## config.mk

```make
export PLATFORM = sky130hd
export DESIGN_NAME = cwb_fifo
export DESIGN_NICKNAME = d
export VERILOG_FILES = /design/src/design/center_weighted_3x3_blur_macros.svh /design/src/design/cwb_fifo.sv
export SDC_FILE = /design/constraint.sdc
export NUM_CORES = 1
export LEC_CHECK = 0
export ABC_CLOCK_PERIOD_IN_PS = 3000
export BUFFER_PORTS_ARGS = -buffer_cell sky130_fd_sc_hd__buf_2
export CORE_UTILIZATION = 50
export DETAILED_ROUTE_END_ITERATION = 7
export GPL_ROUTABILITY_DRIVEN = 0
export PLACE_DENSITY = 0.77
export SLEW_MARGIN = 20
export SYNTH_ARGS = -nofsm -noshare
export SYNTH_HDL_FRONTEND = slang
export SYNTH_SLANG_ARGS = --single-unit
export TNS_END_PERCENT = 1
```

## constraint.sdc

```tcl
create_clock -name clk -period 3 [get_ports clk]
set_input_delay 0.15 -clock clk [delete_from_list [all_inputs] [get_ports clk]]
set_output_delay 0.15 -clock clk [all_outputs]
set_load 0.01 [all_outputs]
```

## src/design/center_weighted_3x3_blur_macros.svh

```systemverilog
// assertion macros of the center weighted 3x3 blur
`ifndef CENTER_WEIGHTED_3X3_BLUR_MACROS_SVH
`define CENTER_WEIGHTED_3X3_BLUR_MACROS_SVH
`ifndef SYNTHESIS
// condition and consequence in the same cycle
`define CWB_ASSERT_IMP(label, clk, rst_n, ante, cons, msg) \
  label: assert property (@(posedge clk) disable iff (!rst_n) (ante) |-> (cons)) \
    else $error(msg);
// consequence in the cycle after the condition
`define CWB_ASSERT_NXT(label, clk, rst_n, ante, cons, msg) \
  label: assert property (@(posedge clk) disable iff (!rst_n) (ante) |=> (cons)) \
    else $error(msg);
`else
`define CWB_ASSERT_IMP(label, clk, rst_n, ante, cons, msg)
`define CWB_ASSERT_NXT(label, clk, rst_n, ante, cons, msg)
`endif
`endif

```

## src/design/cwb_fifo.sv

```systemverilog
// small register queue
module cwb_fifo #(
  parameter int unsigned WIDTH = 8,
  parameter int unsigned DEPTH = 2,
  localparam int unsigned AW = $clog2(DEPTH)
) (
  input  logic             clk,
  input  logic             rst_n,
  input  logic             wr,
  input  logic [WIDTH-1:0] wdata,
  output logic             full,
  input  logic             rd,
  output logic [WIDTH-1:0] rdata,
  output logic             empty
);

  logic [WIDTH-1:0] mem_r [DEPTH];
  logic [AW-1:0]    wr_ptr_r, wr_ptr_nxt;
  logic [AW-1:0]    rd_ptr_r, rd_ptr_nxt;
  logic [AW:0]      cnt_r, cnt_nxt;
  logic             do_wr, do_rd;

  assign full  = (cnt_r == (AW+1)'(DEPTH));
  assign empty = (cnt_r == '0);
  assign do_wr = wr & ~full;
  assign do_rd = rd & ~empty;
  assign rdata = mem_r[rd_ptr_r];

  // pointer and fill count
  always_comb begin
    wr_ptr_nxt = wr_ptr_r;
    rd_ptr_nxt = rd_ptr_r;
    cnt_nxt    = cnt_r;
    if (do_wr) begin
      wr_ptr_nxt = (wr_ptr_r == AW'(DEPTH - 1)) ? '0 : wr_ptr_r + 1'b1;
    end
    if (do_rd) begin
      rd_ptr_nxt = (rd_ptr_r == AW'(DEPTH - 1)) ? '0 : rd_ptr_r + 1'b1;
    end
    if (do_wr && !do_rd) begin
      cnt_nxt = cnt_r + 1'b1;
    end else if (do_rd && !do_wr) begin
      cnt_nxt = cnt_r - 1'b1;
    end
  end

  always_ff @(posedge clk) begin
    if (!rst_n) begin
      wr_ptr_r <= '0;
      rd_ptr_r <= '0;
      cnt_r    <= '0;
    end else begin
      wr_ptr_r <= wr_ptr_nxt;
      rd_ptr_r <= rd_ptr_nxt;
      cnt_r    <= cnt_nxt;
    end
  end

  // storage
  always_ff @(posedge clk) begin
    if (do_wr) begin
      mem_r[wr_ptr_r] <= wdata;
    end
  end

endmodule

```

== Yosys cells after proc, flatten, opt, wreduce, memory -nomap -nowiden ==
Memory sizes are Yosys's and may differ from the RTL's. A register that Yosys moved wholly into a read port is not among the register bits.
Index checks and enable logic that the tools add are counted.
Storage, ports and cells
  flip-flop bits (word level): 4
  latch bits: 0
  bits in writable memories: 16
  bits in read-only memories: 0
  input bits: 12
  output and inout bits: 10
  logic and storage cells: 27
  memories kept: 1
Operators by class
  add/subtract/negate cells: 4
  multipliers: 0
  div/mod/pow operators: 0
  order comparisons: 0
  equal/unequal tests: 1
  shifts and indexed selects: 0
  multiplexer cells: 8
  bitwise gates (word level): 4
  reduce and logical (&&, ||, !) cells: 6
Memory list
  mem_r: depth 2, bits a word 8, read ports 1, clocked after memory_dff 1, write ports 1, line cwb_fifo.sv:17  | logic [WIDTH-1:0] mem_r [DEPTH];
Operators by type and width (number)
  two-way mux 1 bit: 6
  two-way mux 2 bit: 2
  adder 1 bit, second input constant: 2
  adder 2 x 1 -> 2 bit, second input constant: 1
  AND 1 bit: 2
  equality test 2 bit, second input constant: 1
  logical AND 1 bit: 2
  zero test 1 bit: 2
  zero test 2 bit: 1
  inverter 1 bit: 2
  nonzero test 2 bit: 1
  subtractor 2 x 1 -> 2 bit, second input constant: 1

== Depth between registers and ports, before layout ==
  depth after elaboration: 7
  gate-level depth with buffers: 7
  depth with buffers taken out: 7

== Worst setup path before layout ==
OpenSTA, ideal clock, no wires.
  kind: reg2reg
  start: register cnt_r[0]
  end: register cnt_r[1]
  setup time: 70 ps
  data arrival time: 1401 ps
  data required time: 2930 ps
  slack: 1529 ps
  cell stages (with the launch flop): 7
  path buffers: 0
  clock period less this slack: 1471 ps
  cell sequence: dfxtp_1 nand2b_1 inv_2 nor2_1 ha_1 or3_1 a21boi_1
On the way
  word-level cells in the longest chain between the ends: 6
  elaborated cells between the ends (all ways): 15
  those cells by class: 2 x add/sub; 1 x eq/ne; 2 x mux; 4 x bitwise; 6 x reduce/logical
Ends and longest elaborated chain
  start: declaration: line cwb_fifo.sv:20  | logic [AW:0] cnt_r, cnt_nxt;
  start signal: assignment: line cwb_fifo.sv:55  | cnt_r <= cnt_nxt;
  equality test 2 bit (*): line cwb_fifo.sv:23  | assign full = (cnt_r == (AW+1)'(DEPTH));
  via full: line cwb_fifo.sv:11  | output logic full,
  inverter 1 bit (*): line cwb_fifo.sv:25  | assign do_wr = wr & ~full;
  AND 1 bit (*): line cwb_fifo.sv:25
  zero test 1 bit: line cwb_fifo.sv:42  | end else if (do_rd && !do_wr) begin
  logical AND 1 bit: line cwb_fifo.sv:42
  nonzero test 2 bit (no source line)
The timed path passes the listed nets; every way through them passes the cells marked *. The select of a mux whose other input is x is not followed.
A chain may end at the register's enable or synchronous reset.

== Final worst setup path ==
  start: register cnt_r[0]
  end: register cnt_r[1]
On the way
  word-level cells in the longest chain between the ends: 6
  elaborated cells between the ends (all ways): 15
  those cells by class: 2 x add/sub; 1 x eq/ne; 2 x mux; 4 x bitwise; 6 x reduce/logical
Ends and longest elaborated chain (line)
  equality test 2 bit / zero test 2 bit (equally long branches): cwb_fifo.sv:23, cwb_fifo.sv:24
  inverter 1 bit, on equally long branches: cwb_fifo.sv:25, cwb_fifo.sv:26
  AND 1 bit, on equally long branches: cwb_fifo.sv:25, cwb_fifo.sv:26
  zero test 1 bit, on equally long branches: cwb_fifo.sv:42, cwb_fifo.sv:40
  logical AND 1 bit, on equally long branches: cwb_fifo.sv:42, cwb_fifo.sv:40
  nonzero test 2 bit (no source line) / two-way mux 2 bit (equally long branches)
Parallel ways exist; a longest one is shown, timed or not. The select of a mux whose other input is x is not followed.

==> impl_results.html <==
<table>
<tr><th>Metric</th><th>Value</th></tr>
<tr><th colspan="2">Setup path</th></tr>
<tr><td>Worst R2R Setup Slack</td><td>1420 ps</td></tr>
<tr><td>Buffers plus inverters on the worst setup path</td><td>1</td></tr>
<tr><td>Cell count of the worst reg-to-reg path</td><td>6</td></tr>
<tr><td>Endpoint of the worst setup timing path</td><td>cnt_r[1]</td></tr>
<tr><td>Cell family with most CP delay</td><td>simple AND/OR/NAND/NOR gates</td></tr>
<tr><td>Critical path data required time</td><td>3240 ps</td></tr>
<tr><td>Setup crit end kind</td><td>flip-flop</td></tr>
<tr><td>Cell Chain, Critical Path</td><td>nand2b_1, inv_2, nor2_1, ha_1, or3_1, a21boi_1</td></tr>
<tr><td>Crit path kind</td><td>flip-flop to flip-flop</td></tr>
<tr><td>Max stage delay cell, worst path</td><td>sky130_fd_sc_hd__dfxtp_1</td></tr>
<tr><td>Critical Path Fanout Max</td><td>5</td></tr>
<tr><td>Setup crit start</td><td>cnt_r[0]</td></tr>
<tr><td>Critical Path AT</td><td>1820 ps</td></tr>
<tr><td>Reg-to-reg endpoint</td><td>cnt_r[1]</td></tr>
<tr><td>Setup crit start kind</td><td>flip-flop</td></tr>
<tr><td>Critical path depth</td><td>6</td></tr>
<tr><td>Launch point of the worst reg-to-reg path</td><td>cnt_r[0]</td></tr>
<tr><td>Critical path's largest stage delay</td><td>430 ps</td></tr>
<tr><th colspan="2">Global routing</th></tr>
<tr><td>Maximum number of pins on one net before global-route repair</td><td>13</td></tr>
<tr><td>Aggregate global routing overflow</td><td>0</td></tr>
<tr><td>GRT Resource Usage Total</td><td>13.6%</td></tr>
<tr><td>Via count of the first global-routing pass</td><td>425</td></tr>
<tr><td>Antenna violations before repair</td><td>0</td></tr>
<tr><td>Wire length of the first global-routing pass</td><td>1700 um</td></tr>
<tr><th colspan="2">Synth</th></tr>
<tr><td>Number of instances in the synthesized netlist</td><td>50</td></tr>
<tr><td>Number of library cell types mapped by synthesis</td><td>20</td></tr>
<tr><td>Total number of yosys warnings</td><td>0</td></tr>
<tr><td>Sequential share of the synthesized area</td><td>71.7%</td></tr>
<tr><td>Cell area after synthesis</td><td>810 um^2</td></tr>
<tr><td>Number of nets produced by synthesis</td><td>63</td></tr>
<tr><td>Synthesis-stage register bit count</td><td>21</td></tr>
<tr><td>Mean instance size in the synthesized netlist</td><td>16.2 um^2</td></tr>
<tr><th colspan="2">Layout</th></tr>
<tr><td>Area Growth Syn to Fin</td><td>18.2%</td></tr>
<tr><td>Highest-count cells in the layout ignoring fill and taps</td><td>sky130_fd_sc_hd__buf_2, sky130_fd_sc_hd__edfxtp_1, sky130_fd_sc_hd__mux2_2</td></tr>
<tr><td>Register Area</td><td>581 um^2</td></tr>
<tr><td>Fillers</td><td>110</td></tr>
<tr><td>Layout cells sized above 1</td><td>47.3%</td></tr>
<tr><td>Final-stage net count</td><td>88</td></tr>
<tr><td>Multi-input gate area in the final layout</td><td>216 um^2</td></tr>
<tr><td>Most common cell after layout, fill and taps aside</td><td>sky130_fd_sc_hd__buf_2</td></tr>
<tr><td>Post-route cell area</td><td>957 um^2</td></tr>
<tr><td>Final cell count without fillers</td><td>90</td></tr>
<tr><td>Count of inserted antenna diode cells</td><td>0</td></tr>
<tr><th colspan="2">CTS</th></tr>
<tr><td>Post-cts repair resize count</td><td>0</td></tr>
<tr><td>Clock tree from TritonCTS</td><td>built</td></tr>
<tr><td>Clock Tree Buf Depth</td><td>2</td></tr>
<tr><td>Number of buffers inserted by post-CTS setup repair</td><td>0</td></tr>
<tr><td>Post-CTS Hold Buffers</td><td>0</td></tr>
<tr><td># H-tree levels</td><td>1</td></tr>
<tr><td>Number of buffers added by the clock tree synthesis step</td><td>3</td></tr>
<tr><td>Cell at the root of the clock tree</td><td>sky130_fd_sc_hd__clkbuf_4</td></tr>
<tr><td>Sinks on the clock net</td><td>21</td></tr>
<tr><td>Reg clk slew, reported paths</td><td>120 ps</td></tr>
<tr><td>Clock latency at the later pin of the worst-skew pair</td><td>300 ps</td></tr>
<tr><th colspan="2">Floorplanning</th></tr>
<tr><td>Starting Density</td><td>53.7%</td></tr>
<tr><td>Chip width</td><td>42.2 um</td></tr>
<tr><td>Standard-cell rows</td><td>14</td></tr>
<tr><td>Die span in y</td><td>42.2 um</td></tr>
<tr><td>Count of boundary I/O pins</td><td>22</td></tr>
<tr><td>Die outline area</td><td>1780 um^2</td></tr>
<tr><td>Core area</td><td>1510 um^2</td></tr>
<tr><th colspan="2">Timing</th></tr>
<tr><td>Post-Route Setup TNS</td><td>0 ps</td></tr>
<tr><td>Actual transition at the worst max-transition pin</td><td>664 ps</td></tr>
<tr><td>Post-layout minimum cycle time</td><td>1580 ps</td></tr>
<tr><td>Setup repair after global routing missed its margin</td><td>false</td></tr>
<tr><td>Max-slew violation count</td><td>0</td></tr>
<tr><td>Highest Clock Rate</td><td>0.635 GHz</td></tr>
<tr><td>Period utilisation layout</td><td>52.5%</td></tr>
<tr><td>Remaining max-slew budget at the tightest pin</td><td>55.5%</td></tr>
<tr><td>Final hold violation count</td><td>0</td></tr>
<tr><td>Clock skew</td><td>3.66 ps</td></tr>
<tr><td>Total setup violations reported at the end of the flow</td><td>0</td></tr>
<tr><th colspan="2">Power</th></tr>
<tr><td>Power density over the cells</td><td>817 nW/um^2</td></tr>
<tr><td>Peak supply drop</td><td>0.559 mV</td></tr>
<tr><td>Leakage power total</td><td>0.382 nW</td></tr>
<tr><td>Overall Power</td><td>0.000782 W</td></tr>
<tr><th colspan="2">Routing</th></tr>
<tr><td>Wire length reported by the detailed router</td><td>1130 um</td></tr>
<tr><td>Count of unresolved DRC violations after routing</td><td>0</td></tr>
<tr><td>WL/cell</td><td>12.5 um</td></tr>
<tr><td>Via count of the routed design</td><td>458</td></tr>
<tr><td>Initial DRC count</td><td>7</td></tr>
<tr><td>Via-per-instance ratio</td><td>5.09</td></tr>
<tr><td>Number of detailed-routing iterations run before antenna repair</td><td>4</td></tr>
<tr><td>Post-route antenna net violation count</td><td>0</td></tr>
<tr><th colspan="2">Placed design</th></tr>
<tr><td>Post-Place Cells</td><td>86</td></tr>
<tr><td>Area after DPL</td><td>930 um^2</td></tr>
<tr><td>Quantity of I/O buffers inserted on ports</td><td>21</td></tr>
<tr><td>Half-perimeter wire length of the detailed placement result</td><td>807 um</td></tr>
<tr><th colspan="2">Run status</th></tr>
<tr><td>Status</td><td>completed</td></tr>
<tr><th colspan="2">Min path</th></tr>
<tr><td>Path class of the lowest-slack min-delay path</td><td>input port to flip-flop</td></tr>
<tr><th colspan="2">Flow run</th></tr>
<tr><td>Total of max-cap violations</td><td>0</td></tr>
</table>
[logic make-up after synthesis]
| family | synth area share [%] |
|---|---|
| simple gates | 6.80 |
| buf+inv | 1.54 |
| mux | 11.1 |
| flops | 71.7 |
| xor+xnor | 3.25 |
| fa+ha+maj | 1.55 |
| compound gates | 4.02 |
[stage by stage]
stage | setup slack [ps] | util (%) | hold WS (ps)
after floorplan | 1530 | - | 249
after global placement | 1480 | 61.7 | 339
after detailed placement | 1430 | 61.7 | 342
after CTS | 1410 | 63.5 | 22.8
after global routing | 1320 | 63.5 | 18.5
final | 1420 | 63.5 | 26.6
[state kept, by name (all words and copies together) (netlist names), named ones only]
signal,cells
cnt_r,2
mem_r,16
rd_ptr_r,1
wr_ptr_r,1
[power breakdown]
group          internal (W)  switching, W  total, W  leakage (nW)
Clock             0.0000497     0.0000846  0.000134        0.0177
Sequential         0.000371     0.0000370  0.000408         0.191
Combinational      0.000126      0.000114  0.000239         0.173
Total              0.000547      0.000235  0.000782         0.382
[per-layer routing]
metal  GRT usage, %  up-vias  wire [um]
met4           11.3        0          9
met3           3.02        2         44
met5              0        -          0
met2           22.5       11        565
li1               -      228          -
met1           14.7      217        506
[cells in the mapped netlist (all sizes together)]
cell / number / share of area [%]
mux2: 8 / 11
xor2: 1 / 1.1
ha: 1 / 1.5
edfxtp: 16 / 59
xnor2: 2 / 2.2
or3: 1 / 0.77
nor2: 2 / 0.93
nor3: 1 / 1.2
dfxtp: 5 / 12
o21a: 1 / 0.93
and3: 1 / 0.77
o21ai: 2 / 1.2
inv: 2 / 0.93
nand2b: 1 / 0.77
and2: 3 / 2.3
buf: 1 / 0.62
a21boi: 2 / 1.9
[how the worst min path moves through the flow]
| stage | slack, ps | end | cells after the start | start |
|---|---|---|---|---|
| finish | 30 | mem_r[1][2] | 1 | wdata[2] |
| global route | 20 | mem_r[0][0] | 1 | wdata[0] |
| CTS | 20 | mem_r[0][4] | 1 | wdata[4] |
| detailed placement | 340 | mem_r[0][7] | 1 | wdata[7] |
| global placement | 340 | mem_r[0][1] | 1 | wdata[1] |
| floorplan | 250 | mem_r[0][0] | 0 | wdata[0] |
[worst register-to-register path: cells and delay by family (launching register included)]
family	cells	cell delay, ps
AOI/OAI and AO/OA	1	130
adders and majority gates	1	260
buffers and inverters	1	60
DFF	1	430
and+or+nand+nor	3	630
[cell type report]
| cell class | count | area share (%) |
|---|---|---|
| clock buffers | 3 | 2.35 |
| clock inverters | 1 | 0.523 |
| inverters | 2 | 0.784 |
| multi-input cells | 26 | 22.6 |
| flip-flops and latches | 21 | 60.7 |
| well taps | 16 | 2.09 |
| repair buffers | 21 | 11.0 |
Power figures use the tool's default switching activity.
