File: src/design/center_weighted_3x3_blur_macros.svh
// assertion macros of the center weighted 3x3 blur
`ifndef CENTER_WEIGHTED_3X3_BLUR_MACROS_SVH
`define CENTER_WEIGHTED_3X3_BLUR_MACROS_SVH
`ifndef SYNTHESIS
// condition and consequence in the same cycle
`define CWB_ASSERT_IMP(label, clk, rst_n, ante, cons, msg) \
  label: assert property (@(posedge clk) disable iff (!rst_n) (ante) |-> (cons)) \
    else $error(msg);
// consequence in the cycle after the condition
`define CWB_ASSERT_NXT(label, clk, rst_n, ante, cons, msg) \
  label: assert property (@(posedge clk) disable iff (!rst_n) (ante) |=> (cons)) \
    else $error(msg);
`else
`define CWB_ASSERT_IMP(label, clk, rst_n, ante, cons, msg)
`define CWB_ASSERT_NXT(label, clk, rst_n, ante, cons, msg)
`endif
`endif

File: src/design/cwb_pkg.sv
// shared types, constants and helpers of the center weighted 3x3 blur
package cwb_pkg;

  localparam int unsigned MAX_LINE_DEF = 1024;
  localparam int unsigned MAX_ROWS_DEF = 4096;
  localparam int unsigned QUEUE_DEPTH  = 2;

  localparam int unsigned PIX_W      = 8;
  localparam int unsigned FW_W       = 11;
  localparam int unsigned FH_W       = 13;
  localparam int unsigned CFG_ADDR_W = 3;
  localparam int unsigned CFG_DATA_W = 32;

  localparam logic [FW_W-1:0] FRAME_WIDTH_RST  = 11'd640;
  localparam logic [FH_W-1:0] FRAME_HEIGHT_RST = 13'd480;

  // register indexes
  localparam logic REG_FRAME_WIDTH  = 1'b0;
  localparam logic REG_FRAME_HEIGHT = 1'b1;

  // divider datapath
  localparam int unsigned SUM_W       = 13;
  localparam int unsigned DIV_W       = 5;
  localparam int unsigned CNT_W       = 4;
  localparam int unsigned RECIP_W     = 13;
  localparam int unsigned RECIP_SHIFT = 16;
  localparam int unsigned PROD_W      = SUM_W + RECIP_W;
  localparam int unsigned QUO_W       = PROD_W - RECIP_SHIFT;
  localparam int unsigned QD_W        = QUO_W + DIV_W;

  localparam logic [DIV_W-1:0] CENTER_WEIGHT = 5'd9;

  typedef struct packed {
    logic [PIX_W-1:0] red;
    logic [PIX_W-1:0] green;
    logic [PIX_W-1:0] blue;
  } pix_t;

  // where the pixel to emit sits in the frame
  typedef struct packed {
    logic emit;
    logic top;
    logic bottom;
    logic left;
    logic right;
    logic last;
  } pos_flags_t;

  typedef struct packed {
    logic [PIX_W-1:0] red;
    logic [PIX_W-1:0] green;
    logic [PIX_W-1:0] blue;
    logic             frame_end;
  } res_t;

  // floor(2^16 / d) for the divisors that occur
  function automatic logic [RECIP_W-1:0] recip(input logic [DIV_W-1:0] d);
    logic [RECIP_W-1:0] m;
    case (d)
      5'd9:    m = 13'd7281;
      5'd10:   m = 13'd6553;
      5'd11:   m = 13'd5957;
      5'd12:   m = 13'd5461;
      5'd13:   m = 13'd5041;
      5'd14:   m = 13'd4681;
      5'd15:   m = 13'd4369;
      5'd16:   m = 13'd4096;
      5'd17:   m = 13'd3855;
      default: m = '0;
    endcase
    return m;
  endfunction

endpackage

File: src/design/cwb_front.sv
// front end: takes items, drops idle pads, tracks frame position
module cwb_front #(
  parameter int unsigned MAX_LINE = cwb_pkg::MAX_LINE_DEF,
  parameter int unsigned MAX_ROWS = cwb_pkg::MAX_ROWS_DEF,
  localparam int unsigned LW  = $clog2(MAX_LINE + 1),
  localparam int unsigned HW  = $clog2(MAX_ROWS + 1),
  localparam int unsigned CW  = $clog2(MAX_LINE),
  localparam int unsigned RI  = $clog2(MAX_ROWS),
  localparam int unsigned LDW = $clog2(MAX_LINE + 2)
) (
  input  logic                     clk,
  input  logic                     rst_n,
  input  logic                     restart,
  input  logic [LW-1:0]            eff_w,
  input  logic [HW-1:0]            eff_h,
  input  logic                     push,
  input  logic [cwb_pkg::PIX_W-1:0] in_pix_red,
  input  logic [cwb_pkg::PIX_W-1:0] in_pix_green,
  input  logic [cwb_pkg::PIX_W-1:0] in_pix_blue,
  input  logic                     in_is_pad,
  input  logic                     q_full,
  output logic                     q_push,
  output cwb_pkg::pix_t            q_pix,
  output logic [CW-1:0]            q_col,
  output cwb_pkg::pos_flags_t      q_flags
);

  import cwb_pkg::*;

  logic [CW-1:0]  in_col_r, in_col_nxt;
  logic [RI-1:0]  in_row_r, in_row_nxt;
  logic           pix_done_r, pix_done_nxt;
  logic [LDW-1:0] lead_r, lead_nxt;
  logic [RI-1:0]  em_row_r, em_row_nxt;
  logic [CW-1:0]  em_col_r, em_col_nxt;

  logic take, col_wrap, last_pix, emit, em_wrap, em_last_row, fend;

  // classify the incoming item
  assign take        = push & ~q_full & ~(~pix_done_r & in_is_pad);
  assign col_wrap    = (LW'(in_col_r) == eff_w - 1'b1);
  assign last_pix    = col_wrap & (HW'(in_row_r) == eff_h - 1'b1);
  assign emit        = (lead_r == LDW'(eff_w) + 1'b1);
  assign em_wrap     = (LW'(em_col_r) == eff_w - 1'b1);
  assign em_last_row = (HW'(em_row_r) == eff_h - 1'b1);
  assign fend        = emit & em_wrap & em_last_row;

  // item to the back end
  assign q_push         = take;
  assign q_pix          = pix_done_r ? '0 : {in_pix_red, in_pix_green, in_pix_blue};
  assign q_col          = in_col_r;
  assign q_flags.emit   = emit;
  assign q_flags.top    = (em_row_r == '0);
  assign q_flags.bottom = em_last_row;
  assign q_flags.left   = (em_col_r == '0);
  assign q_flags.right  = em_wrap;
  assign q_flags.last   = fend;

  // position counters
  always_comb begin
    in_col_nxt   = in_col_r;
    in_row_nxt   = in_row_r;
    pix_done_nxt = pix_done_r;
    lead_nxt     = lead_r;
    em_row_nxt   = em_row_r;
    em_col_nxt   = em_col_r;
    if (take) begin
      in_col_nxt = col_wrap ? '0 : in_col_r + 1'b1;
      if (!pix_done_r) begin
        if (col_wrap) begin
          in_row_nxt = in_row_r + 1'b1;
        end
        if (last_pix) begin
          pix_done_nxt = 1'b1;
        end
      end
      if (!emit) begin
        lead_nxt = lead_r + 1'b1;
      end else begin
        em_col_nxt = em_wrap ? '0 : em_col_r + 1'b1;
        if (em_wrap) begin
          em_row_nxt = em_row_r + 1'b1;
        end
      end
    end
    // new frame after the last output or a register write
    if (restart || (take && fend)) begin
      in_col_nxt   = '0;
      in_row_nxt   = '0;
      pix_done_nxt = 1'b0;
      lead_nxt     = '0;
      em_row_nxt   = '0;
      em_col_nxt   = '0;
    end
  end

  always_ff @(posedge clk) begin
    if (!rst_n) begin
      in_col_r   <= '0;
      in_row_r   <= '0;
      pix_done_r <= 1'b0;
      lead_r     <= '0;
      em_row_r   <= '0;
      em_col_r   <= '0;
    end else begin
      in_col_r   <= in_col_nxt;
      in_row_r   <= in_row_nxt;
      pix_done_r <= pix_done_nxt;
      lead_r     <= lead_nxt;
      em_row_r   <= em_row_nxt;
      em_col_r   <= em_col_nxt;
    end
  end

endmodule

File: config.mk
export PLATFORM = sky130hd
export DESIGN_NAME = cwb_front
export DESIGN_NICKNAME = d
export VERILOG_FILES = /design/src/design/center_weighted_3x3_blur_macros.svh /design/src/design/cwb_pkg.sv /design/src/design/cwb_front.sv
export SDC_FILE = /design/constraint.sdc
export NUM_CORES = 1
export LEC_CHECK = 0
export ABC_AREA = 1
export BUFFER_PORTS_ARGS = -buffer_cell sky130_fd_sc_hd__buf_2
export CORE_MARGIN = 5
export CORE_UTILIZATION = 54
export CTS_BUF_LIST = sky130_fd_sc_hd__clkbuf_8
export DETAILED_ROUTE_END_ITERATION = 10
export GPL_ROUTABILITY_DRIVEN = 0
export MAX_ROUTING_LAYER = met4
export PLACE_DENSITY = 0.9
export RECOVER_POWER = 50
export SKIP_LAST_GASP = 1
export SYNTH_ARGS = -nofsm -noshare
export SYNTH_HDL_FRONTEND = slang
export SYNTH_SLANG_ARGS = --single-unit
File: constraint.sdc
create_clock -name clk -period 1.9 [get_ports clk]
set_input_delay 0.095 -clock clk [delete_from_list [all_inputs] [get_ports clk]]
set_output_delay 0.095 -clock clk [all_outputs]
set_load 0.05 [all_outputs]
# Word level (Yosys, flattened, before mapping)
# Index checks and enable logic that the tools add are counted.
dict set report classes {
  n_reduce_logical 9
  n_lt_le_gt_ge 0
  addsub 8
  n_bitwise 11
  shifts 0
  div 0
  mul 0
  eq_ne 5
  muxes 5
}
# operator n
set ops {}
lappend ops {{$eq A12 B13 Y1} 2}
lappend ops {{$add A12 B1 Y12 const B} 2}
lappend ops {{$mux W24} 1}
lappend ops {{$add A11 B1 Y11 const B} 2}
lappend ops {{$eq A10 B11 Y1} 2}
lappend ops {{$add A10 B1 Y10 const B} 2}
lappend ops {{$mux W10} 2}
lappend ops {{$sub A13 B1 Y13 const B} 1}
lappend ops {{$logic_not A12 Y1} 1}
lappend ops {{$eq A11 B11 Y1} 1}
lappend ops {{$sub A11 B1 Y11 const B} 1}
lappend ops {{$logic_not A10 Y1} 1}
lappend ops {{$and A1 B1 Y1} 6}
lappend ops {{$reduce_and A3 Y1} 2}
lappend ops {{$not A1 Y1} 5}
lappend ops {{$reduce_and A2 Y1} 2}
lappend ops {{$mux W1} 2}
lappend ops {{$reduce_or A2 Y1} 1}
lappend ops {{$logic_and A1 B1 Y1} 1}
lappend ops {{$logic_or A1 B1 Y1} 1}
dict set report word_totals {
  input_bits 54
  n_memories 0
  register_bits 56
  out_inout_bits 41
  ramBits 0
  latch_bits 0
  rom_bits 0
  wordCells 44
}

# Logic depth before layout (Yosys ltp)
# Gate-level depths: netlist (run 1).
dict set report logic_depth {
  ltp_word 7
  depth_mapped 18
  ltp_nobuf 17
}

# Worst setup path before layout (run 1)
# OpenSTA, ideal clock, no wires.
dict set report synth_timing {
  kind {register to output}
  start {register em_col_r[0]}
  end {output port q_flags[2] (netlist name)}
  required_ns 1.805
  path_stages_with_launch 5
  arrival_time_ns 2.125
  n_path_buf 0
  setup_slack_ns -0.320
  path_cell_list {dfxtp_1 > inv_1 > ha_1 > nand3_1 > nor4_1}
}
# element line_no
set synth_lines {}
lappend synth_lines {{start: declaration} cwb_front.sv:35} ;# logic [CW-1:0] em_col_r, em_col_nxt;
lappend synth_lines {{start signal: assignment} cwb_front.sv:111} ;# em_col_r <= em_col_nxt;
lappend synth_lines {{end: declaration} cwb_front.sv:25} ;# output cwb_pkg::pos_flags_t q_flags

==> results of run 1 <==
registers in the layout (all words and copies together), names as in the netlist:
name	flops
q_col	10
em_col_r	10
pix_done_r	1
in_row_r	12
em_row_r	12
lead_r	11
worst max path at each step:
stage,from,depth (start not counted),end,slack [ps]
CTS,lead_r[3]$_SDFFE_PP0P_,13,q_flags[0],-140
floorplan,lead_r[3]$_SDFFE_PP0P_,15,q_col[0]$_SDFFE_PP0P_,9
global placement,eff_w[1],15,q_flags[0],-360
detailed placement,eff_w[1],15,q_flags[0],-390
global route,eff_h[0],15,lead_r[10]$_SDFFE_PP0P_,-540
finish,lead_r[6]$_SDFFE_PP0P_,9,q_flags[0],-450
stage by stage:
stage	std cells	total power [W]	hold slack [ps]	setup WS (ps)	TNS (ps)
2_1_floorplan	1065	0.00169	401	8.56	0
3_3_place_gp	1393	0.00198	509	-363	-12080
3_5_place_dp	1393	0.00200	531	-385	-14800
4_1_cts	1417	0.00287	369	-136	-2470
5_1_grt	1425	0.00309	435	-540	-28100
6_report	1425	0.00300	435	-448	-22150
kinds of logic (layout without fill, tap and decap cells):
family | Yosys count | in the layout | share of synthesized area
DFF | 56 | 56 | 0.188
buffers and inverters | 201 | 421 | 0.143
xor gates and xnor gates | 45 | 45 | 0.0675
adders and majority gates | 10 | 10 | 0.0210
and+or+nand+nor | 708 | 708 | 0.531
AOI/OAI and AO/OA | 45 | 45 | 0.0492
repair_timing:
action | CTS | global route
setup endpoints to repair | 45 | 62
resized for setup | 43 | 61
pin swaps | 15 | 38
buffers inserted | 15 | 7
cloned | 2 | 2
cell type report:
class | count | area, um2 | share of cell area
Multi-Input combinational cell | 808 | 4200 | 0.518
Clock buffer | 6 | 82.6 | 0.0102
Clock inverter | 2 | 38.8 | 0.00478
Sequential cell | 56 | 1140 | 0.141
Timing Repair Buffer | 244 | 1820 | 0.225
Tap cell | 140 | 175 | 0.0216
Inverter | 169 | 642 | 0.0792
cells in the final DEF, fill, tap and decap left out, types with 26 or more instances in the layout:
cell and count:
buf_2 68, xor2_1 35, dfxtp_1 39, nor2_1 106
nand2_1 328, inv_2 27, nand2_2 26, nand4_1 35
inv_1 138, nand3_1 148, buf_4 134
power by group through the flow:
stage                     Combinational [W]  Sequential (W)  Clock (W)
after floorplan                    0.000477         0.00121          0
after global placement             0.000771         0.00121          0
after detailed placement           0.000790         0.00121          0
after CTS                          0.000833         0.00118   0.000859
after global routing               0.000998         0.00118   0.000917
final                              0.000943         0.00118   0.000876
metal layers:
layer	share of wire	vias up
met1	0.36	3698
li1	-	3778
met5	0	-
met4	0.069	0
met3	0.13	239
met2	0.44	731
tightest hold or removal path, cell delays in order:
cell and delay (ps):
buf_2 80, nor2_1 60, o21ai_4 130, inv_2 70, nand3_1 110, nand3_1 100
a21oi_2 100
==> results.md, run 1 <==
* Final hold vios at 0
* Max Slew Vio Count at 0
* TritonCTS clock tree: done
* Logic pwr share at 0.314
* Share of layout cells above drive strength 1 at 0.283
* Peak VDD IR at 423 uV
* DRC violation count after routing at 48
* Worst setup margin at -448 ps
* Hold Path Origin: q_full
* Gate Count Post-Synth at 1065
* Iter 0 DRT Violations at 1231
* Violated checks: design-rule violations, negative setup slack
* R2R Path End: em_col_r[6]$_SDFFE_PP0P_
* Met2 GRT Util at 0.524
* Clk buf depth at 2
* Worst hold path endpoint: q_col[3]$_SDFFE_PP0P_
* DP HPWL at ~15000 um
* Worst Path Buf+Inv at 2
* Unique cell type count in the Yosys netlist at 37
* Worst r2r src: lead_r[6]$_SDFFE_PP0P_
* DR WL/cell at between 15 and 20 um
* Max FO, Critical Path at 6
* Gr usage total at 0.334
* Vias at 8446
* Initial core utilization at 0.549
* Sw Ratio at 0.345
* Gr busiest metal: met2
* Clock latency on the worst-skew pair at around 330 ps
* Post-synthesis sequential area ratio at 0.188
* Setup-failing EPs final at 60
* FP Rows at 38
* Asr flop ratio synth at 0
* Layout Nets at 1348
* Crit path max-delay cell type: dfxtp_1
* Flop and latch count out of synthesis at 56
* WL final at 24100 um
* Leak at between 4 and 5 nW
* Clock-pin slew on the worst setup and hold paths at 120 ps
* Area share of the largest cell type after synthesis at 0.216
* Core box area at 10800 um2
* Largest net degree at the start of global routing at 21
* Hold-fix buffers, CTS at 0
* M3 GR Usage at 0.0847
* CP Cell Sequence: xnor2_1 -> nor2_1 -> nor2_1 -> nand4_1 -> buf_4 -> nor2_4 -> nand2_2 -> nor2_4 -> buf_8
* Crit end category: primary output
* Num CTS Buffers at 5
* CTS Sinks at 56
* ANT cells at 0
* WP data required at between 1500 and 2000 ps
* Tmin final at roughly 2300 ps
* Power per cell area at 370 nW/um2
* Post-route core utilization at 0.748
* Worst hold stages at 7
* Post-synth EDFFs at 0
* DIE HEIGHT at about 110 um
* Clock Power Share at 0.292
* DP Area at roughly 7400 um2
* Worst Setup Start Kind: flop
* Post-synth top area cell: nand2_1
* Grt ovf at 0
* Max Freq at 426 MHz
* Via/cell ratio at 5.93
* Crit-path max cell delay at 490 ps
* Ys Warns at 0
* Mean Syn Cell Area at around 5.6 um2
* Outcome: finished with violations
* Die area at about 13000 um2
* Final instance area at a little over 8000 um2
* Critical setup path kind: reg -> out
* Cell Area, Synth at between 5000 and 6000 um2
* First-pass GRT wire length at 35100 um
* IO Port Bufs at 94
* Hold WC Path Type: in -> reg
* Relative slew margins at 0.533
* Initial antenna violation count at 0
* Met1 Track Usage GR at 0.404
* Die extent in x at between 100 and 150 um
* Fill count at approximately 740
* Most frequent cell after synthesis: nand2_1
* DR pass1 iterations at 11
* Synth area leaders: nand2_1 (22%), dfxtp_1 (19%), nand3_1 (13%), inv_1 (9.3%), nor2_1 (7.1%)
* Ratio of final minimum period to clock period at 1.24
* H-tree levels at 2
* MaxCap Viol Count at 0
* Flop pwr share at 0.393
* Clock Skew at between 10 and 15 ps
* Post-synth top cells: nand2_1 (343), nand3_1 (152), inv_1 (148)
* Internal at 0.00196 W
* RSZ-0062 raised after global routing: true
* Layout area overhead at 36.2%
* Root Buffer: clkbuf_8
* Slew @ Worst Pin at approximately 700 ps
* Arr. time, crit path at roughly 2300 ps
* Top FF cell, synth: dfxtp_1
* Vias in the first global route at 7525
* Critical path's top delay family: simple AND/OR/NAND/NOR gates
* Syn_nets at 1129
* Post-DRT Antenna Nets at 0
* R2R Setup Slk at -420 ps
* R2R cell count at 13
* NetSw at ~0.0010 W
* # IOs at 95
Power figures use the tool's default switching activity.
==> run 2: changes to the inputs <==
--- a/config.mk
+++ b/config.mk
@@ -7,13 +7,16 @@
 export LEC_CHECK = 0
 export ABC_AREA = 1
 export BUFFER_PORTS_ARGS = -buffer_cell sky130_fd_sc_hd__buf_2
+export CAP_MARGIN = 20
+export CELL_PAD_IN_SITES_DETAIL_PLACEMENT = 2
+export CELL_PAD_IN_SITES_GLOBAL_PLACEMENT = 2
 export CORE_MARGIN = 5
-export CORE_UTILIZATION = 54
+export CORE_UTILIZATION = 27
 export CTS_BUF_LIST = sky130_fd_sc_hd__clkbuf_8
 export DETAILED_ROUTE_END_ITERATION = 10
 export GPL_ROUTABILITY_DRIVEN = 0
 export MAX_ROUTING_LAYER = met4
-export PLACE_DENSITY = 0.9
+export PLACE_DENSITY = 0.89
 export RECOVER_POWER = 50
 export SKIP_LAST_GASP = 1
 export SYNTH_ARGS = -nofsm -noshare
==> results.md, run 2 (same netlist as run 1, synthesis figures left out) <==
* Die extent in x at 158 um
* Root Buffer: clkbuf_8
* Internal at ~0.0019 W
* DP Area at between 7000 and 8000 um2
* H-tree levels at 2
* Layout Nets at between 1000 and 1500
* Final hold vios at 0
* DP HPWL at ~27000 um
* Hold Path Origin: q_full
* Clock Skew at slightly below 9 ps
* Hold-fix buffers, CTS at 0
* MaxCap Viol Count at 0
* Met3 WL at 3160 um
* Layout area overhead at 52.4%
* Leak at between 4 and 5 nW
* Crit end category: primary output
* DR pass1 iterations at 7
* Post-DRT Antenna Nets at 0
* Tmin final at between 2000 and 3000 ps
* Flop pwr share at 0.371
* Worst Setup Start Kind: input port
* DR top layer: met4
* WL final at around 46000 um
* Clk buf depth at 2
* Peak VDD IR at between 200 and 250 uV
* Initial core utilization at 0.274
* TritonCTS clock tree: done
* R2R Setup Slk at -530 ps
* Max FO, Critical Path at 4
* Iter 0 DRT Violations at between 700 and 800
* Most frequent cells in the layout: nand2_1 (296), buf_4 (181), nand3_1 (142), inv_1 (136), nor2_1 (90)
* R2R cell count at 15
* Hold WC Path Type: in -> reg
* Vias in the first global route at 10182
* Gr usage total at 0.330
* DIE HEIGHT at about 160 um
* Worst r2r src: lead_r[0]$_SDFFE_PP0P_
* Clock-pin slew on the worst setup and hold paths at between 100 and 150 ps
* Outcome: finished with violations
* FP Rows at 54
* Num CTS Buffers at 5
* # IOs at 95
* Relative slew margins at 0.396
* Clock Power Share at 0.250
* Ratio of final minimum period to clock period at 1.32
* Critical setup path kind: in -> out
* CTS Sinks at 56
* Core box area at about 22000 um2
* Vias at 9298
* Max Freq at a little under 400 MHz
* DRC violation count after routing at 0
* Die area at around 25000 um2
* Setup-failing EPs final at 60
* DR WL/cell at between 20 and 30 um
* Routed met2 length at 22300 um
* First-pass GRT wire length at around 61000 um
* Power per cell area at approximately 350 nW/um2
* NetSw at approximately 0.0013 W
* Final instance area at about 9000 um2
* Arr. time, crit path at around 2400 ps
* Final Total Pwr at about 0.0032 W
* IO Port Bufs at 94
* WP data required at ~1800 ps
* Largest net degree at the start of global routing at 26
* Violated checks: negative setup slack
* Max Slew Vio Count at 0
* Logic pwr share at 0.379
* Initial antenna violation count at 1
* Worst hold path endpoint: q_col[2]$_SDFFE_PP0P_
* Share of layout cells above drive strength 1 at 0.373
* Most common cell after layout, fill and taps aside: nand2_1
* Biggest regs: em_row_r x12, in_row_r x12, lead_r x11
* Worst hold stages at 6
* WL met1 at ~17000 um
* R2R Path End: em_col_r[8]$_SDFFE_PP0P_
* Worst setup margin at -613 ps
* Sw Ratio at 0.413
* Slew @ Worst Pin at between 900 and 1000 ps
* Clock latency on the worst-skew pair at 370 ps
* Via/cell ratio at 5.74
* RSZ-0062 raised after global routing: true
* Grt ovf at 0
[run 2: cell count changes in the layout (fill, tap and decap cells not counted), sizes merged]
cell / change
bufinv: -1
buf: +57
diode: +1
clkinvlp: +1
inv: +1
clkbuf: -3
[run 2: power groups by stage]
stage | registers (W) | logic [W] | clock network, W
2_1_floorplan | 0.00121 | 0.000477 | 0
4_1_cts | 0.00118 | 0.00102 | 0.000781
6_report | 0.00117 | 0.00120 | 0.000789
3_5_place_dp | 0.00121 | 0.000913 | 0
5_1_grt | 0.00117 | 0.00124 | 0.000821
3_3_place_gp | 0.00121 | 0.000847 | 0
[run 2: metrics by stage]
step                      TNS (ps)  cells  worst slack [ps]   util  hold slack (ps)
after detailed placement    -26860   1576              -557  0.365              536
after global placement      -13290   1576              -259  0.365              514
after floorplan                  0   1065              8.56      -              401
after CTS                   -17080   1609              -355  0.394              314
final                       -30720   1621              -613  0.417              363
after global routing        -34150   1621              -678  0.417              398
[run 2: area by class of cell]
cell class / count / area (um2)
tap: 280 / 350
inverter: 169 / 654
fill: 2672 / 12700
clock inverter: 3 / 21.3
timing repair buffer: 299 / 2280
clock buffer: 5 / 68.8
antenna: 1 / 2.50
multi-input combinational: 808 / 4530
sequential: 56 / 1170
[run 2: timing repair]
action / 4_1_cts / 5_1_grt
cloned: 3 / 2
endpoints found under the setup margin: 63 / 63
resized for setup: 102 / 130
pin swaps: 26 / 54
setup buffers: 24 / 14
[run 2: worst max-delay path by stage]
| stage | start | to |
|---|---|---|
| final | eff_h[1] | q_flags[0] |
| after global routing | eff_h[0] | q_flags[0] |
| after CTS | lead_r[3]$_SDFFE_PP0P_ | q_flags[0] |
| after detailed placement | eff_w[1] | lead_r[0]$_SDFFE_PP0P_ |
| after global placement | eff_w[1] | lead_r[0]$_SDFFE_PP0P_ |
| after floorplan | lead_r[3]$_SDFFE_PP0P_ | q_col[0]$_SDFFE_PP0P_ |
[run 2: layer usage]
| metal | up-vias | global-route usage |
|---|---|---|
| li1 | 3884 | - |
| met1 | 4629 | 0.368 |
| met2 | 558 | 0.567 |
| met3 | 227 | 0.0609 |
| met4 | 0 | 0.159 |
| met5 | - | - |
[run 2: critical path: stages]
cell	delay, ps
buf_2	120
nor2_1	240
nand2_1	200
nor2_1	240
nand2_1	150
nand2_1	250
nor2_1	100
nor2_2	110
nand2_1	100
nor2_1	140
nand4_1	220
buf_6	210
nor2_4	70
buf_6	160
==> run 3: changes to the inputs <==
--- a/config.mk
+++ b/config.mk
@@ -18,6 +18,7 @@
 export MAX_ROUTING_LAYER = met4
 export PLACE_DENSITY = 0.89
 export RECOVER_POWER = 50
+export SETUP_SLACK_MARGIN = 0.3
 export SKIP_LAST_GASP = 1
 export SYNTH_ARGS = -nofsm -noshare
 export SYNTH_HDL_FRONTEND = slang
==> results.md, run 3 (same netlist as run 1, synthesis figures left out) <==
* H-tree levels at 2
* Fill count at around 2700
* Worst setup margin at -586 ps
* R2R Setup Slk at -540 ps
* R2R cell count at 15
* Vias in the first global route at 9929
* Layout Nets at around 1400
* DR pass1 iterations at 5
* DIE HEIGHT at 158 um
* Grt ovf at 0
* Final instance area at 9320 um2
* Crit end category: flop
* DP Area at 7920 um2
* CTS Sinks at 56
* # IOs at 95
* Final hold vios at 0
* Critical setup path kind: in -> reg
* Worst Setup Start Kind: input port
* R2R Path End: lead_r[0]$_SDFFE_PP0P_
* IO Port Bufs at 94
* Gr usage total at 0.319
* Clk buf depth at 2
* Initial antenna violation count at 0
* Die extent in x at 158 um
* Post-DRT Antenna Nets at 0
* Root Buffer: clkbuf_8
* Post-route core utilization at 0.429
* Via/cell ratio at ~5.7
* Final cell count without fillers at 1631
* Most common cell after layout, fill and taps aside: nand2_1
* Internal at roughly 0.0019 W
* First-pass GRT wire length at between 50000 and 60000 um
* MaxCap Viol Count at 0
* Biggest regs: em_row_r x12, in_row_r x12, lead_r x11
* ANT cells at 0
* DP Worst Slack at -701 ps
* Setup-failing EPs final at 60
* DR WL/cell at roughly 28 um
* Die area at 25100 um2
* FP Rows at 54
* Peak VDD IR at between 200 and 300 uV
* Clock Skew at around 30 ps
* DP HPWL at roughly 26000 um
* Vias at 9220
* TritonCTS clock tree: done
* Tmin final at 2490 ps
* Worst r2r src: em_row_r[1]$_SDFFE_PP0P_
* Power per cell area at ~340 nW/um2
* Num CTS Buffers at 5
* Storage element area at between 1000 and 1500 um2
* Outcome: finished with violations
* Initial core utilization at 0.274
* Core box area at 21800 um2
* Clock Power Share at 0.259
* Most frequent cells in the layout: nand2_1 (305), buf_4 (176), nand3_1 (141), inv_1 (124), nor2_1 (98)
* Relative slew margins at 0.516
* Share of layout cells above drive strength 1 at 0.377
* Max FO, Critical Path at 7
* Slew @ Worst Pin at 721 ps
* Max Slew Vio Count at 0
* Hold-fix buffers, CTS at 0
* Leak at roughly 4.7 nW
* Placed instance count at 1564
* Arr. time, crit path at 2740 ps
* CP endpoint: q_col[2]$_SDFFE_PP0P_
* Logic pwr share at 0.378
* WP data required at around 2200 ps
* Flop pwr share at 0.363
* Hold WC Path Type: in -> reg
* Clock-pin slew on the worst setup and hold paths at 120 ps
* Sw Ratio at 0.417
* CP Launch Point: eff_w[0]
* Layout area overhead at 56.7%
* Iter 0 DRT Violations at between 600 and 700
* Ratio of final minimum period to clock period at 1.31
* WL final at 45800 um
* Clock latency on the worst-skew pair at between 300 and 400 ps
* Max Freq at a little over 400 MHz
* Largest net degree at the start of global routing at 26
* DRC violation count after routing at 0
* Violated checks: negative setup slack
* Combined area of the multi-input logic cells at 4560 um2
* RSZ-0062 raised after global routing: true
* NetSw at approximately 0.0013 W
run 3: cell count changes in the layout (fill, tap and decap cells not counted), moves of 9 or more:
cell,delta
inv_1,-12
inv_2,+9
nand2_1,+9
nand2_2,-11
nor2_2,-11
run 3: per-stage QoR:
stage / TNS [ps] / total power, W / hold slack, ps
6_report: -30010 / 0.00320 / 350
3_5_place_dp: -32100 / 0.00211 / 521
5_1_grt: -33510 / 0.00327 / 390
3_3_place_gp: -18820 / 0.00204 / 492
4_1_cts: -11810 / 0.00300 / 315
2_1_floorplan: 0 / 0.00170 / 401
run 3: worst min path at each step:
| stage | slack (ps) | cells after the start | start | end |
|---|---|---|---|---|
| after global routing | 390 | 7 | q_full | q_col[0]$_SDFFE_PP0P_ |
| after global placement | 490 | 2 | em_col_r[7]$_SDFFE_PP0P_ | em_col_r[7]$_SDFFE_PP0P_ |
| after CTS | 320 | 7 | q_full | q_col[0]$_SDFFE_PP0P_ |
| after detailed placement | 520 | 2 | em_col_r[7]$_SDFFE_PP0P_ | em_col_r[7]$_SDFFE_PP0P_ |
| final | 350 | 7 | q_full | q_col[0]$_SDFFE_PP0P_ |
| after floorplan | 400 | 2 | in_pix_blue[0] | q_pix[0] |
run 3: final cells by class:
class / instances / area share
Inverter: 169 / 0.0727
Multi-Input combinational cell: 810 / 0.489
Timing Repair Buffer: 308 / 0.263
Tap cell: 280 / 0.0376
Clock buffer: 5 / 0.00738
Clock inverter: 3 / 0.00242
Sequential cell: 56 / 0.128
run 3: metal layers:
| layer | GRT usage | routed length (um) |
|---|---|---|
| met4 | 0.161 | 3110 |
| met1 | 0.353 | 17400 |
| met2 | 0.551 | 22600 |
| met5 | - | 0 |
| met3 | 0.0544 | 2570 |
run 3: power by group through the flow:
stage	logic, W	clock network (W)	registers, W
CTS	0.00102	0.000811	0.00117
floorplan	0.000485	0	0.00121
detailed placement	0.000900	0	0.00121
global placement	0.000839	0	0.00121
global route	0.00125	0.000856	0.00116
finish	0.00121	0.000827	0.00116
run 3: what timing repair did:
| item | in CTS | in global routing |
|---|---|---|
| gates cloned | 6 | 1 |
| setup buffers | 21 | 31 |
| pin swaps | 50 | 52 |
| endpoints found under the setup margin | 63 | 63 |
| gates resized for setup | 141 | 107 |
run 3: critical path, cell delays in order:
cell     delay [ps]
buf_6           120
ha_2            230
inv_1           100
nor2_2          240
nand2_1         250
o21ai_2         190
nand2_1         100
nor2_2          180
nand3_4         120
nor3_4          350
nand2_2         180
nand2_8         200
buf_12          160
buf_16          140
a21oi_2          70
